$ cat config.mk
export PLATFORM = sky130hd
export DESIGN_NAME = intel_hex_record_parser
export DESIGN_NICKNAME = d
export VERILOG_FILES = /design/src/sv/ihrp_pkg.sv /design/src/sv/ihrp_front.sv /design/src/sv/ihrp_queue.sv /design/src/sv/ihrp_back.sv /design/src/sv/intel_hex_record_parser.sv
export VERILOG_INCLUDE_DIRS = /design/src /design/src/sv
export SDC_FILE = /design/constraint.sdc
export NUM_CORES = 1
export LEC_CHECK = 0
export ABC_CLOCK_PERIOD_IN_PS = 16200
export BUFFER_PORTS_ARGS = -buffer_cell sky130_fd_sc_hd__buf_2
export CAP_MARGIN = 20
export CORE_MARGIN = 2
export CORE_UTILIZATION = 45
export DETAILED_ROUTE_END_ITERATION = 6
export SKIP_CTS_REPAIR_TIMING = 1
export SLEW_MARGIN = 25
export SYNTH_ARGS = -nofsm -noshare
export SYNTH_HDL_FRONTEND = slang
export SYNTH_SLANG_ARGS = --single-unit
export TNS_END_PERCENT = 20
$ cat constraint.sdc
create_clock -name clk -period 16.2 [get_ports clk]
set_input_delay 1.62 -clock clk [delete_from_list [all_inputs] [get_ports clk]]
set_output_delay 1.62 -clock clk [all_outputs]
set_load 0.01 [all_outputs]
$ cat src/sv/intel_hex_record_parser_macros.svh
// ----------------------------------------------------------------------------
// Intel HEX record parser assertion macros
// Shared property shorthands, sampled on clk, disabled in reset.
// ----------------------------------------------------------------------------
`ifndef INTEL_HEX_RECORD_PARSER_MACROS_SVH
`define INTEL_HEX_RECORD_PARSER_MACROS_SVH

// same-cycle implication
`define IHRP_ASSERT_IMP(lbl, ante, cons, msg) \
	lbl: assert property (@(posedge clk) disable iff (!arst_n) (ante) |-> (cons)) \
		else $error(msg);

// next-cycle implication
`define IHRP_ASSERT_NXT(lbl, ante, cons, msg) \
	lbl: assert property (@(posedge clk) disable iff (!arst_n) (ante) |=> (cons)) \
		else $error(msg);

`endif

$ cat src/sv/ihrp_pkg.sv
// ----------------------------------------------------------------------------
// Intel HEX record parser package
// Character codes, result kinds, record types and the front-to-back word.
// ----------------------------------------------------------------------------
package ihrp_pkg;

	localparam logic [7:0] CHAR_COLON = 8'h3A;
	localparam logic [7:0] CHAR_LF    = 8'h0A;
	localparam logic [7:0] CHAR_CR    = 8'h0D;
	localparam logic [7:0] CHAR_SP    = 8'h20;

	localparam logic [1:0] KIND_DATA    = 2'd0;
	localparam logic [1:0] KIND_COMMIT  = 2'd1;
	localparam logic [1:0] KIND_DISCARD = 2'd2;

	localparam logic [7:0] REC_DATA = 8'h00;
	localparam logic [7:0] REC_ESA  = 8'h02;
	localparam logic [7:0] REC_ELA  = 8'h04;

	localparam logic [9:0] POS_MAX = 10'd1023;

	localparam logic [0:0] CFG_IMAGE_BASE = 1'b0;
	localparam logic [0:0] CFG_IMAGE_SIZE = 1'b1;

	localparam logic [16:0] IMAGE_SIZE_RST = 17'h10000;

	localparam int QUEUE_DEPTH_DEF = 4;

	typedef struct packed {
		logic [1:0]  kind;
		logic [31:0] start;
		logic [7:0]  idx;
		logic [7:0]  value;
	} ev_t;

	// bit 4 set: not a hex digit
	function automatic logic [4:0] nibble_of(input logic [7:0] c);
		logic [4:0] n;
		n = 5'h10;
		if (c >= 8'h30 && c <= 8'h39)
			n = 5'(c - 8'h30);
		else if (c >= 8'h41 && c <= 8'h46)
			n = 5'(c - 8'h37);
		else if (c >= 8'h61 && c <= 8'h66)
			n = 5'(c - 8'h57);
		return n;
	endfunction

endpackage

$ cat src/sv/ihrp_front.sv
// ----------------------------------------------------------------------------
// Intel HEX record parser front end
// Per-character line state, header decode, checksum and extension handling.
// ----------------------------------------------------------------------------
module ihrp_front import ihrp_pkg::*; (
	input  logic       clk,
	input  logic       arst_n,
	input  logic       char_accept,
	input  logic [7:0] text_char,
	input  logic       stream_end,
	output logic       ev_push,
	output ev_t        ev_word
);

	logic [9:0]  pos_q, n_pos;
	logic        ign_q, n_ign;
	logic [3:0]  pend_q, n_pend;
	logic [7:0]  len_q, n_len;
	logic [15:0] off_q, n_off;
	logic [7:0]  rkind_q, n_rkind;
	logic [7:0]  sum_q, n_sum;
	logic [15:0] ext_q, n_ext;
	logic        rbad_q, n_rbad;
	logic [31:0] upper_q, n_upper;
	logic        tail_q, n_tail;

	logic [4:0]  nib;
	logic [7:0]  b;
	logic [9:0]  last;
	logic        have_byte;
	logic        emit;
	logic        line_end;
	logic        ok;
	logic [31:0] start;

	always_comb begin
		n_pos = pos_q; n_ign = ign_q; n_pend = pend_q; n_len = len_q;
		n_off = off_q; n_rkind = rkind_q; n_sum = sum_q; n_ext = ext_q;
		n_rbad = rbad_q; n_upper = upper_q; n_tail = tail_q;
		nib = nibble_of(text_char);
		b = {pend_q, nib[3:0]};
		last = 10'd10 + {1'b0, len_q, 1'b0};
		have_byte = 1'b0;
		emit = 1'b0;
		ok = 1'b0;
		ev_word = '0;
		line_end = (text_char == CHAR_LF) || stream_end;

		if (text_char != CHAR_LF) begin
			if (pos_q != POS_MAX)
				n_pos = pos_q + 10'd1;
			if (pos_q == 10'd0) begin
				if (text_char != CHAR_COLON)
					n_ign = 1'b1;
			end else if (ign_q) begin
				n_ign = 1'b1;
			end else if (pos_q <= 10'd8) begin
				if (nib[4]) begin
					n_ign = 1'b1;
				end else if (pos_q[0]) begin
					n_pend = nib[3:0];
				end else begin
					n_sum = sum_q + b;
					case (pos_q[3:0])
						4'd2: n_len = b;
						4'd4: n_off = {b, off_q[7:0]};
						4'd6: n_off = {off_q[15:8], b};
						default: begin
							n_rkind = b;
							if (b == REC_DATA) begin
								if (len_q == 8'd0)
									n_ign = 1'b1;
							end else if (b == REC_ESA || b == REC_ELA) begin
								if (len_q != 8'd2)
									n_ign = 1'b1;
							end else begin
								n_ign = 1'b1;
							end
						end
					endcase
				end
			end else if (rkind_q == REC_DATA) begin
				if (pos_q <= last && !rbad_q) begin
					if (nib[4]) begin
						n_rbad = 1'b1;
					end else if (pos_q[0]) begin
						n_pend = nib[3:0];
					end else begin
						n_sum = sum_q + b;
						have_byte = (pos_q != last);
					end
				end
			end else if (pos_q <= 10'd12) begin
				if (!rbad_q) begin
					if (nib[4])
						n_rbad = 1'b1;
					else if (pos_q[0])
						n_pend = nib[3:0];
					else
						n_ext = {ext_q[7:0], b};
				end
			end else if (pos_q >= 10'd14 && text_char != CHAR_CR && text_char != CHAR_SP) begin
				n_tail = 1'b1;
			end
		end

		start = upper_q + {16'd0, n_off};
		ok = !n_rbad && (n_sum == 8'd0) && (n_pos >= 10'd11 + {1'b0, n_len, 1'b0});

		if (line_end) begin
			if (!n_ign && n_pos >= 10'd9) begin
				if (n_rkind == REC_DATA) begin
					emit = 1'b1;
					ev_word.kind = ok ? KIND_COMMIT : KIND_DISCARD;
					ev_word.start = start;
				end else if (!n_rbad && n_tail) begin
					if (n_rkind == REC_ELA)
						n_upper = {n_ext, 16'd0};
					else
						n_upper = {12'd0, n_ext, 4'd0};
				end
			end
			n_pos = '0; n_ign = 1'b0; n_pend = '0; n_sum = '0;
			n_rbad = 1'b0; n_tail = 1'b0;
			if (stream_end)
				n_upper = '0;
		end else if (have_byte) begin
			emit = 1'b1;
			ev_word.kind = KIND_DATA;
			ev_word.start = start;
			ev_word.idx = 8'((pos_q - 10'd10) >> 1);
			ev_word.value = b;
		end
	end

	assign ev_push = char_accept && emit;

	always_ff @(posedge clk or negedge arst_n) begin
		if (!arst_n) begin
			pos_q <= '0; ign_q <= 1'b0; pend_q <= '0; len_q <= '0;
			off_q <= '0; rkind_q <= '0; sum_q <= '0; ext_q <= '0;
			rbad_q <= 1'b0; upper_q <= '0; tail_q <= 1'b0;
		end else if (char_accept) begin
			pos_q <= n_pos; ign_q <= n_ign; pend_q <= n_pend; len_q <= n_len;
			off_q <= n_off; rkind_q <= n_rkind; sum_q <= n_sum; ext_q <= n_ext;
			rbad_q <= n_rbad; upper_q <= n_upper; tail_q <= n_tail;
		end
	end

endmodule

$ cat src/sv/ihrp_queue.sv
// ----------------------------------------------------------------------------
// Intel HEX record parser word queue
// Small FIFO decoupling the character front end from the result back end.
// ----------------------------------------------------------------------------
module ihrp_queue import ihrp_pkg::*; #(
	parameter int DEPTH = QUEUE_DEPTH_DEF
) (
	input  logic clk,
	input  logic arst_n,
	input  logic push,
	input  ev_t  wr_word,
	output logic full,
	output logic valid,
	input  logic pop,
	output ev_t  rd_word
);

	localparam int PTR_W = $clog2(DEPTH);
	localparam int CNT_W = $clog2(DEPTH + 1);

	ev_t             mem_q [DEPTH];
	logic [PTR_W-1:0] wr_ptr_q;
	logic [PTR_W-1:0] rd_ptr_q;
	logic [CNT_W-1:0] count_q;
	logic             do_push;
	logic             do_pop;

	assign full    = (count_q == CNT_W'(DEPTH));
	assign valid   = (count_q != '0);
	assign do_push = push && !full;
	assign do_pop  = pop && valid;
	assign rd_word = mem_q[rd_ptr_q];

	always_ff @(posedge clk) begin
		if (do_push)
			mem_q[wr_ptr_q] <= wr_word;
	end

	always_ff @(posedge clk or negedge arst_n) begin
		if (!arst_n) begin
			wr_ptr_q <= '0;
			rd_ptr_q <= '0;
			count_q  <= '0;
		end else begin
			if (do_push)
				wr_ptr_q <= (wr_ptr_q == PTR_W'(DEPTH - 1)) ? '0 : wr_ptr_q + 1'b1;
			if (do_pop)
				rd_ptr_q <= (rd_ptr_q == PTR_W'(DEPTH - 1)) ? '0 : rd_ptr_q + 1'b1;
			if (do_push && !do_pop)
				count_q <= count_q + 1'b1;
			else if (do_pop && !do_push)
				count_q <= count_q - 1'b1;
		end
	end

endmodule

$ cat src/sv/ihrp_back.sv
// ----------------------------------------------------------------------------
// Intel HEX record parser back end
// Address add, then image window check into the result register.
// ----------------------------------------------------------------------------
module ihrp_back import ihrp_pkg::*; (
	input  logic        clk,
	input  logic        arst_n,
	input  logic [31:0] image_base,
	input  logic [16:0] image_size,
	input  logic        ev_valid,
	input  ev_t         ev_word,
	output logic        ev_pop,
	output logic        empty,
	input  logic        pop,
	output logic [1:0]  kind,
	output logic [31:0] byte_address,
	output logic [7:0]  byte_value,
	output logic        in_image
);

	logic        v_s1, v_s2;
	logic [1:0]  kind_s1, kind_s2;
	logic [31:0] addr_s1, addr_s2;
	logic [7:0]  val_s1, val_s2;
	logic        in_s2;
	logic        adv_s2;
	logic [31:0] rel;

	assign adv_s2 = !v_s2 || pop;
	assign ev_pop = ev_valid && (!v_s1 || adv_s2);
	assign rel    = addr_s1 - image_base;

	always_ff @(posedge clk) begin
		if (ev_pop) begin
			kind_s1 <= ev_word.kind;
			addr_s1 <= ev_word.start + {24'd0, ev_word.idx};
			val_s1  <= ev_word.value;
		end
		if (adv_s2 && v_s1) begin
			kind_s2 <= kind_s1;
			addr_s2 <= addr_s1;
			val_s2  <= val_s1;
			in_s2   <= (kind_s1 == KIND_DATA) && (rel < {15'd0, image_size});
		end
	end

	always_ff @(posedge clk or negedge arst_n) begin
		if (!arst_n) begin
			v_s1 <= 1'b0;
			v_s2 <= 1'b0;
		end else begin
			if (ev_pop)
				v_s1 <= 1'b1;
			else if (adv_s2)
				v_s1 <= 1'b0;
			if (adv_s2)
				v_s2 <= v_s1;
		end
	end

	assign empty        = !v_s2;
	assign kind         = kind_s2;
	assign byte_address = addr_s2;
	assign byte_value   = val_s2;
	assign in_image     = in_s2;

endmodule

$ cat src/sv/intel_hex_record_parser.sv
// A result is registered in the word queue, then in back-end stages s1 and s2, before it reaches the result ports.
// Throughput: one character per cycle while full is low; the front end updates line state on each accepted character.
// The word queue between front and back absorbs result-side stalls; push sees full once it fills.
// Reset: arst_n clears line state, the upper base, the queue, the result stages and both
// configuration registers (image_base to 0, image_size to 65536).
// ----------------------------------------------------------------------------
// Intel HEX record parser
// Streams HEX text in, emits tentative data bytes and record commit/discard words.
// ----------------------------------------------------------------------------
`include "intel_hex_record_parser_macros.svh"

module intel_hex_record_parser import ihrp_pkg::*; #(
	parameter int QUEUE_DEPTH = QUEUE_DEPTH_DEF
) (
	input  logic        clk,
	input  logic        arst_n,
	input  logic        push,
	output logic        full,
	input  logic [7:0]  text_char,
	input  logic        stream_end,
	output logic        empty,
	input  logic        pop,
	output logic [1:0]  kind,
	output logic [31:0] byte_address,
	output logic [7:0]  byte_value,
	output logic        in_image,
	input  logic        cfg_wr_en,
	input  logic [0:0]  cfg_index,
	input  logic [31:0] cfg_data
);

	logic [31:0] image_base_q;
	logic [16:0] image_size_q;
	logic        char_accept;
	logic        ev_push;
	ev_t         ev_in;
	ev_t         ev_out;
	logic        q_valid;
	logic        q_pop;

	always_ff @(posedge clk or negedge arst_n) begin
		if (!arst_n) begin
			image_base_q <= '0;
			image_size_q <= IMAGE_SIZE_RST;
		end else if (cfg_wr_en) begin
			case (cfg_index)
				CFG_IMAGE_BASE: image_base_q <= cfg_data;
				CFG_IMAGE_SIZE: image_size_q <= cfg_data[16:0];
				default: ;
			endcase
		end
	end

	assign char_accept = push && !full;

	ihrp_front u_front (
		.clk         (clk),
		.arst_n      (arst_n),
		.char_accept (char_accept),
		.text_char   (text_char),
		.stream_end  (stream_end),
		.ev_push     (ev_push),
		.ev_word     (ev_in)
	);

	ihrp_queue #(
		.DEPTH (QUEUE_DEPTH)
	) u_queue (
		.clk     (clk),
		.arst_n  (arst_n),
		.push    (ev_push),
		.wr_word (ev_in),
		.full    (full),
		.valid   (q_valid),
		.pop     (q_pop),
		.rd_word (ev_out)
	);

	ihrp_back u_back (
		.clk          (clk),
		.arst_n       (arst_n),
		.image_base   (image_base_q),
		.image_size   (image_size_q),
		.ev_valid     (q_valid),
		.ev_word      (ev_out),
		.ev_pop       (q_pop),
		.empty        (empty),
		.pop          (pop),
		.kind         (kind),
		.byte_address (byte_address),
		.byte_value   (byte_value),
		.in_image     (in_image)
	);

	`IHRP_ASSERT_IMP(a_no_push_when_full, ev_push, !full, "word pushed into full queue")
	`IHRP_ASSERT_IMP(a_status_clean, !empty && kind != KIND_DATA, byte_value == 8'd0 && !in_image, "status word carries byte data")
	`IHRP_ASSERT_NXT(a_result_held, !empty && !pop, !empty && $stable(byte_address) && $stable(kind), "stalled result lost")

endmodule
==> results.yml, run 1 <==
job:
  max_cap_viol_count: 0
global_routing:
  grt_usage_pct: 20.1
  grt_max_degree: 69
  first_global_vias: 15500
  overflow: 0
  grt_antenna_before_repair: 0
  grt_pass1_wl_um: 85000
synthesis:
  yosysSeqAreaShare_pct: 54.0
  ys_async_sr_fraction_pct: 35.8
  ys_warn_count: 0
  synth_cell_type_count: 89
  syn_inst: 1969
  synth_nets: 2133
  ys.flop_type: "edfxtp_1"
  netlist_area_um2: 23200
  synth_seq_cells: 444
  synth_area_per_cell_um2: 11.8
  synth_edf_count: 285
die:
  die_h_um: 231
  dieWidth_um: 231
  core-area_um2: 51200
  num_io_pins: 92
  start_util_pct: 45.3
  die_area_um2: 53400
  std_cell_rows: 83
detailed_routing:
  routedWlPerCell_um: 19.3
  vias: 15700
  top_layer: "met4"
  wl_met2_um: 25300
  dr.pass1.iters: 5
  route.detailed.vias_per_inst: 5.69
  drtIter0Drc: 1116
  wl_um: 53400
  wl_met1_um: 24100
  ant_nets: 0
  drc_errors: 0
  met3_wirelength_um: 2570
timing:
  layout_setup_ws_ns: 9.86
  slew_headroom_pct: 41.0
  finalSetupViolCount: 0
  timing.final.hold_violations: 0
  fmax_ghz: 0.158
  clock_skew_ns: 0.0261
  grt_setup_unrepaired: "false"
  drv_slew: 0
  post-route-period-util_pct: 39.1
  tightest_slew_ns: 0.883
  fin_crit_ns: 6.34
  setup_tns_ns: 0
cells_and_area:
  antenna_cells: 0
  layout_common_cells: "285 x edfxtp_1, 193 x nand2_1, 156 x dfrtp_1"
  drive_above_1_share_pct: 16.1
  area_growth_pct: 11.9
  nets: 2205
  layout_commonest_cell: "edfxtp_1"
placement:
  numPortBuffers: 91
  post-place-ws_ns: 8.95
  hpwl_um: 37500
  gp_congestion: 0.901
critical_path:
  arrival_ns: 6.71
  cp_slowest_cell: "a2111oi_0"
  path_cells: "buf_2 > inv_1 > ha_1 > o21bai_1 > a21oi_1 > o211a_1 > nand3_1 > or3_1 > a22oi_1 > inv_1 > ha_1 > a21o_1 > a21o_1 > a2111oi_0 > or3_1 > nand3_1 > a31oi_2 > o21ai_0 > a21oi_1"
  critPathMaxStageDelay_ns: 0.57
  r2r_cells: 18
  worstPathMaxFanout: 16
  r2r_start: "u_front.pos_q[0]$_DFFE_PN0P_"
  rrSetupSlack_ns: 10.22
  setup.worst_path.end_class: "register"
  r2r_end: "u_queue.mem_q[3][35]$_DFFE_PP_"
  worstSetupPathType: "in2reg"
  cp.required_ns: 16.57
  startpoint_type: "input port"
cts:
  root_buffer: "clkbuf_16"
  clkTransAtPathRegs_ns: 0.06
  htreeDepth: 2
  clk_latency_ns: 0.59
  cts_buffers: 49
  clock_sinks: 444
  cts_tree: "done"
  cts_buffer_depth: 3
hold_path:
  hold_path_class: "reg2reg"
  min-delay-start: "u_back.val_s1[1]$_DFFE_PP_"
  hold_end: "u_back.byte_value[1]$_DFFE_PP_"
  worstHoldPathCells: 0
power:
  p_per_area_nw_per_um2: 138
  ir_worst_vdd_mv: 0.0804
  total_power_uw: 3580
  p_leak_uw: 0.0102
status:
  status: "finished, final reports clean"
cell families (layout without fill, tap and decap cells):
group                      after synthesis  in the layout  share of synthesized area (%)
AOI/OAI and AO/OA                      422            422                           12.0
xor gates and xnor gates                89             89                           3.36
adders and majority gates              117            117                           6.47
buffers and inverters                  199            311                           3.41
DFF                                    444            444                           54.0
muxes                                  117            117                           7.94
and+or+nand+nor                        581            581                           12.8
worst max path at each step:
stage / startpoint / end / slack (ns) / cells after the start
after floorplan: text_char[0] / u_queue.mem_q[0][35]$_DFFE_PP_ / 10.09 / 21
after global placement: text_char[1] / u_queue.mem_q[0][47]$_DFFE_PP_ / 9.10 / 19
after detailed placement: text_char[1] / u_queue.mem_q[0][39]$_DFFE_PP_ / 8.95 / 19
after CTS: text_char[1] / u_queue.mem_q[3][35]$_DFFE_PP_ / 9.55 / 19
after global routing: text_char[1] / u_queue.mem_q[2][47]$_DFFE_PP_ / 9.38 / 16
final: text_char[1] / u_queue.mem_q[3][35]$_DFFE_PP_ / 9.86 / 19
cell usage after synthesis (17+ instances only):
cell type	count	share of area, %
edfxtp_1	285	37
nand2_1	193	3.1
dfrtp_1	158	17
o21ai_0	139	3.0
ha_1	112	6.0
nor2_1	111	1.8
inv_1	105	1.7
a21oi_1	97	2.1
clkbuf_1	70	1.1
xnor2_1	53	2.0
mux4_2	49	4.8
mux2_2	46	2.2
xor2_1	36	1.4
nor4_1	35	0.94
nand3_1	32	0.69
nand4_1	31	0.84
nor2b_1	25	0.67
mux2i_1	22	0.95
nor3_1	22	0.47
and3_1	21	0.57
a21o_1	19	0.61
or3_1	19	0.51
o31ai_1	17	0.55
worst max-delay path: cells and delay by family:
family                   cells  cell delay, ns
adder cells (fa/ha/maj)      2            0.53
buffers and inverters        3            0.32
AND/OR/NAND/NOR              4            0.98
AO/OA/AOI/OAI               10            3.24
per-layer routing:
| metal | global-route usage [%] | vias to the layer above |
|---|---|---|
| li1 | - | 7498 |
| met1 | 27.5 | 7704 |
| met5 | 0 | - |
| met2 | 33.1 | 419 |
| met4 | 6.19 | 0 |
| met3 | 3.27 | 99 |
power breakdown:
group	switching [uW]	total [uW]	internal [uW]	leakage, uW
clock network	457	1100	640	0.000772
registers	83.0	1440	1360	0.00479
logic	613	1050	432	0.00459
total	1150	3580	2430	0.0102
final cells by class:
cell class,count,area (um2)
Sequential cell,444,12500
Tap cell,680,851
Inverter,107,407
Timing Repair Buffer,113,647
Clock buffer,54,1240
Fill cell,4456,25200
Clock inverter,37,352
Multi-Input combinational cell,1326,9910
registers in the layout (all words and copies together), names as in the netlist, 2 cells and up:
name / cells
image_base_q: 32
image_size_q: 17
u_back.addr_s1: 32
u_back.byte_address: 32
u_back.byte_value: 8
u_back.kind: 2
u_back.kind_s1: 2
u_back.val_s1: 8
u_front.ext_q: 16
u_front.len_q: 8
u_front.off_q: 16
u_front.pend_q: 4
u_front.pos_q: 10
u_front.rkind_q: 8
u_front.sum_q: 8
u_front.upper_q: 28
u_queue.count_q: 3
u_queue.mem_q: 200
u_queue.rd_ptr_q: 2
u_queue.wr_ptr_q: 2
per-stage QoR:
stage	hold slack [ns]	instance area, um2	utilization, %	std cells
2_1_floorplan	0.400	23200	-	1969
3_3_place_gp	0.401	24300	47.5	2669
3_5_place_dp	0.405	24300	47.5	2669
5_1_grt	0.422	26000	50.7	2761
6_report	0.418	26000	50.7	2761
4_1_cts	0.420	25900	50.6	2760
Note: power is estimated with default switching activity, not from simulation.
==> run 2, diff against run 1 <==
ABC_CLOCK_PERIOD_IN_PS = 6300   (was 16200)
clock period = 6.3 ns   (was 16.2 ns; I/O delays follow)
==> results.yml, run 2 (synthesis gave the netlist of run 1 again) <==
global_routing:
  grt_max_degree: 71
  grt_pass1_wl_um: 88100
  overflow: 0
  grt_usage_pct: 20.9
  grt_antenna_before_repair: 1
  first_global_vias: 15600
power:
  p_clk_share_pct: 29.8
  switchingPower_uw: 2900
  p_per_area_nw_per_um2: 351
  p_leak_uw: 0.0101
  internal-power_uw: 6170
  p_comb_share_pct: 28.8
  p_seq_share_pct: 41.4
  p_sw_share_pct: 32.0
  ir_worst_vdd_mv: 0.204
timing:
  setup_tns_ns: 0
  grt_setup_unrepaired: "false"
  finalSetupViolCount: 0
  clock_skew_ns: 0.0153
  slew_headroom_pct: 30.7
  tightest_slew_ns: 1.01
  timing.final.hold_violations: 0
  fmax_ghz: 0.179
  fin_crit_ns: 5.58
  post-route-period-util_pct: 88.7
  drv_slew: 0
die:
  std_cell_rows: 83
  start_util_pct: 45.3
  die_area_um2: 53400
  num_io_pins: 92
  dieWidth_um: 231
  core-area_um2: 51200
  die_h_um: 231
detailed_routing:
  dr.pass1.iters: 5
  ant_nets: 0
  wl_um: 54600
  route.detailed.vias_per_inst: 5.66
  routedWlPerCell_um: 19.8
  vias: 15600
  drtIter0Drc: 1226
  drc_errors: 0
cts:
  clock_sinks: 444
  clkTransAtPathRegs_ns: 0.06
  htreeDepth: 2
  cts_tree: "done"
  root_buffer: "clkbuf_16"
  clk_latency_ns: 0.58
  cts_buffer_depth: 3
  cts_buffers: 48
critical_path:
  path_buf_inv: 4
  arrival_ns: 5.96
  path_cells: "inv_1 > ha_1 > buf_4 > nor3b_2 > a31oi_1 > o211a_1 > nand3_1 > or3_1 > a22oi_1 > inv_1 > ha_1 > a21o_1 > a21o_1 > a2111oi_0 > or3_1 > nand3_1 > a31oi_1 > buf_4 > o21ai_0 > a21oi_1"
  r2r_end: "u_queue.mem_q[0][37]$_DFFE_PP_"
  path_depth: 20
  r2r_cells: 20
  r2r_start: "u_front.pos_q[0]$_DFFE_PN0P_"
  worstPathMaxFanout: 16
  worstSetupPathType: "reg2reg"
  startpoint_type: "register"
  setup.worst_path.end_class: "register"
  critPathMaxStageDelay_ns: 0.57
  cp_slowest_cell: "dfrtp_1"
  cp.required_ns: 6.67
  cp_top_family: "compound AO/OA/AOI/OAI gates"
  rrSetupSlack_ns: 0.72
cells_and_area:
  largest_reg_flops: 200
  antenna_cells: 0
  drive_above_1_share_pct: 15.7
  largest_register: "u_queue.mem_q"
  design_area_um2: 25900
  nets: 2209
  layout_commonest_cell: "edfxtp_1"
  layout_common_cells: "285 x edfxtp_1, 193 x nand2_1, 156 x dfrtp_1"
  area_growth_pct: 11.6
job:
  max_cap_viol_count: 0
placement:
  placed_area_um2: 24400
  hpwl_um: 38400
  numPortBuffers: 91
  gp_congestion: 0.910
hold_path:
  hold_path_class: "in2async"
status:
  status: "finished, final reports clean"
-- run 2: cell count changes in the layout (fill, tap and decap cells not counted), moves of 4 or more --
cell | previous run | this run
buf_4 | 21 | 25
clkbuf_1 | 5 | 18
clkinv_1 | 9 | 5
inv_6 | 6 | 1
-- run 2: layout make-up --
| class | instances | area (um2) |
|---|---|---|
| Fill cell | 4487 | 25300 |
| Sequential cell | 444 | 12500 |
| Multi-Input combinational cell | 1326 | 9900 |
| Clock buffer | 69 | 1320 |
| Tap cell | 680 | 851 |
| Timing Repair Buffer | 118 | 689 |
| Inverter | 107 | 407 |
| Clock inverter | 19 | 179 |
-- run 2: worst max-delay path by stage --
stage	startpoint	endpoint
3_3_place_gp	text_char[1]	u_queue.mem_q[2][47]$_DFFE_PP_
5_1_grt	u_front.pos_q[0]$_DFFE_PN0P_	u_queue.mem_q[3][35]$_DFFE_PP_
3_5_place_dp	text_char[1]	u_queue.mem_q[0][37]$_DFFE_PP_
4_1_cts	u_front.pos_q[0]$_DFFE_PN0P_	u_queue.mem_q[0][37]$_DFFE_PP_
6_report	u_front.pos_q[0]$_DFFE_PN0P_	u_queue.mem_q[0][37]$_DFFE_PP_
2_1_floorplan	text_char[0]	u_queue.mem_q[0][35]$_DFFE_PP_
-- run 2: power groups by stage --
| stage | logic (uW) | registers (uW) | clock network, uW |
|---|---|---|---|
| after floorplan | 1990 | 3690 | 0 |
| after global placement | 2590 | 3820 | 0 |
| after detailed placement | 2620 | 3830 | 0 |
| after CTS | 2630 | 3770 | 2770 |
| after global routing | 2930 | 3800 | 2910 |
| final | 2620 | 3760 | 2700 |
-- run 2: worst register-to-register path, cell delays in order (launching register included) --
cell and delay (ns):
dfrtp_1 0.57, inv_1 0.21, ha_1 0.25, buf_4 0.17, nor3b_2 0.20, a31oi_1 0.30, o211a_1 0.28, nand3_1 0.16
or3_1 0.48, a22oi_1 0.35, inv_1 0.10, ha_1 0.29, a21o_1 0.19, a21o_1 0.21, a2111oi_0 0.55, or3_1 0.23
nand3_1 0.10, a31oi_1 0.18, buf_4 0.21, o21ai_0 0.11, a21oi_1 0.25
-- run 2: metrics by stage --
stage          std cells  total power, uW  worst slack (ns)  hold WS, ns  util, %
6_report            2763             9080             0.715       0.0573     50.6
5_1_grt             2763             9640             0.144       0.0957     50.6
4_1_cts             2763             9170             0.805       0.0721     50.6
3_5_place_dp        2675             6440             0.714        0.405     47.6
3_3_place_gp        2675             6410             0.822        0.403     47.6
2_1_floorplan       1969             5680              1.18        0.334        -
-- run 2: layer usage --
metal / routed length [um] / vias up / global-route usage (%)
li1: - / 7499 / -
met1: 25000 / 7742 / 29.0
met2: 25900 / 335 / 34.4
met3: 2560 / 68 / 3.30
met4: 1140 / 2 / 5.12
met5: 15 / - / 0
==> run 3, diff against run 2 <==
ABC_AREA = 1   (was not set)
PLACE_DENSITY = 0.65   (was not set)
==> results.yml, run 3 <==
critical_path:
  arrival_ns: 5.93
  worstPathMaxFanout: 9
  startpoint_type: "register"
  setup.worst_path.end_class: "register"
  r2r_cells: 22
  worstSetupPathType: "reg2reg"
  cp.required_ns: 6.64
global_routing:
  grt_usage_pct: 21.5
  grt_antenna_before_repair: 1
  grt_max_degree: 101
  grt_pass1_wl_um: 91800
  overflow: 0
  first_global_vias: 17500
synthesis:
  netlist_area_um2: 23500
  synth_top_area_cell: "edfxtp_1"
  ys.flop_type: "edfxtp_1"
  ys_warn_count: 0
  synth_cell_type_count: 62
  ys_top_cells_by_area: "edfxtp_1 36%, dfrtp_1 17%, nand2_1 7.8%, ha_1 6.0%, o21ai_0 5.0%"
  synth_area_per_cell_um2: 9.25
  synth_top_area_share_pct: 36.5
  synth_seq_cells: 444
  yosysSeqAreaShare_pct: 53.4
  synth_edf_count: 285
  ys_async_sr_fraction_pct: 35.8
  synth.most_common_cell: "nand2_1"
  ys_top_cells_by_count: "488 x nand2_1, 301 x inv_1, 285 x edfxtp_1, 249 x nor2_1, 234 x o21ai_0"
  synth_nets: 2700
  syn_inst: 2536
cells_and_area:
  seq_area_um2: 12500
  largest_register: "u_queue.mem_q"
  multi_input_area_um2: 9450
  design_area_um2: 26300
  area_growth_pct: 11.9
  layout_common_cells: "486 x nand2_1, 298 x inv_1, 285 x edfxtp_1"
  post-route-util_pct: 51.1
  largest_reg_flops: 200
  nets: 2783
  antenna_cells: 0
  drive_above_1_share_pct: 9.55
  nFillCells: 4742
  layout_commonest_cell: "nand2_1"
detailed_routing:
  routedWlPerCell_um: 17.1
  vias: 17700
  route.detailed.vias_per_inst: 5.31
  ant_nets: 0
  dr.pass1.iters: 5
  wl_um: 57200
  drc_errors: 0
  drtIter0Drc: 1288
timing:
  timing.final.hold_violations: 0
  finalSetupViolCount: 0
  fmax_ghz: 0.179
  fin_crit_ns: 5.60
  clock_skew_ns: 0.0203
  grt_setup_unrepaired: "false"
  slew_headroom_pct: 37.1
  setup_tns_ns: 0
  hold_ws_ns: 0.235
  tightest_slew_ns: 0.944
  post-route-period-util_pct: 88.8
  drv_slew: 0
cts:
  clkTransAtPathRegs_ns: 0.06
  clock_sinks: 444
  clk_latency_ns: 0.60
  cts_buffer_depth: 3
  cts_tree: "done"
  cts_buffers: 50
  root_buffer: "clkbuf_16"
  htreeDepth: 2
die:
  start_util_pct: 45.6
  core-area_um2: 51400
  num_io_pins: 92
  die_area_um2: 54000
  dieWidth_um: 232
  die_h_um: 232
  std_cell_rows: 83
power:
  internal-power_uw: 6960
  switchingPower_uw: 4540
  ir_worst_vdd_mv: 0.277
  p_comb_share_pct: 40.0
  p_leak_uw: 0.0113
  p_per_area_nw_per_um2: 438
  p_clk_share_pct: 24.8
  p_sw_share_pct: 39.5
  p_seq_share_pct: 35.2
job:
  max_cap_viol_count: 0
placement:
  gp_congestion: 0.992
  placed_area_um2: 24600
  numPortBuffers: 91
  hpwl_um: 40900
hold_path:
  hold_path_class: "in2reg"
  worstHoldPathCells: 2
status:
  status: "finished, final reports clean"
[run 3: cell count changes after synthesis, moves of 24 or more]
cell and change:
inv_1 +196, mux2_2 -45, mux4_2 -49, nand2_1 +295, nand3_1 +70, nor2_1 +138, nor2b_1 -24, nor3_1 +35
nor4_1 -31, o21ai_0 +95, o22ai_1 +56, xnor2_1 -27, xor2_1 +39
[run 3: layer usage]
layer,global-route usage [%],wire length (um),up-vias
met1,27.8,25500,8482
met4,7.53,1620,2
li1,-,-,8767
met2,37.0,27900,373
met3,2.59,2170,96
met5,0,7,-
[run 3: cell families after synthesis]
| group | Yosys count | synth area share (%) |
|---|---|---|
| buffers and inverters | 389 | 6.54 |
| muxes | 1 | 0.0480 |
| AOI/OAI and AO/OA | 474 | 11.2 |
| and+or+nand+nor | 1010 | 18.6 |
| adders and majority gates | 117 | 6.40 |
| DFF | 444 | 53.4 |
| xor gates and xnor gates | 101 | 3.77 |
[run 3: power groups by stage]
stage | sequential (uW) | combinational [uW] | clock (uW)
finish | 4050 | 4600 | 2850
global route | 4100 | 5230 | 3030
CTS | 4050 | 4620 | 2920
detailed placement | 4100 | 4600 | 0
global placement | 4090 | 4530 | 0
floorplan | 4020 | 3360 | 0
[run 3: area by class of cell]
cell class              instances  share of cell area [%]
clock inverters                26                    1.00
multi-input cells            1703                    36.0
well taps                     680                    3.24
flip-flops and latches        444                    47.7
repair buffers                112                    2.45
inverters                     308                    4.41
clock buffers                  67                    5.16
[run 3: critical path, cell delays in order (launching register included)]
cell	delay (ns)
dfrtp_1	0.53
inv_1	0.20
ha_1	0.33
inv_1	0.09
nor2_2	0.05
nand2_1	0.09
inv_2	0.05
nand2_2	0.09
nand3_4	0.12
nor3_2	0.26
nand4_1	0.39
nor2_1	0.55
o22ai_1	0.17
ha_1	0.37
nand2_1	0.06
o21ai_0	0.31
inv_1	0.11
o21ai_0	0.51
nand4_1	0.28
nor3_1	0.46
nand4_1	0.15
nand2_1	0.10
nor2_1	0.07
[run 3: path summary, 6_finish.rpt]
check	slack, ns	from	end
worst max-delay path	0.70	u_front.pos_q[0]$_DFFE_PN0P_	u_queue.mem_q[2][47]$_DFFE_PP_
worst min-delay path	0.24	pop	u_back.v_s2$_DFFE_PN0N_
worst max register to register	0.70	u_front.pos_q[0]$_DFFE_PN0P_	u_queue.mem_q[2][47]$_DFFE_PP_
worst min register to register	0.42	u_back.val_s1[2]$_DFFE_PP_	u_back.byte_value[2]$_DFFE_PP_
max in group asynchronous	4.24	arst_n	u_front.off_q[1]$_DFFE_PN0P_
min in group asynchronous	0.54	arst_n	image_base_q[0]$_DFFE_PN0P_
[run 3: stage by stage]
stage | power (uW) | setup WS [ns] | std cells
after floorplan | 7380 | 1.17 | 2536
after global placement | 8620 | 0.707 | 3245
after detailed placement | 8700 | 0.532 | 3245
after CTS | 11600 | 0.701 | 3338
after global routing | 12400 | 0.0914 | 3340
final | 11500 | 0.703 | 3340
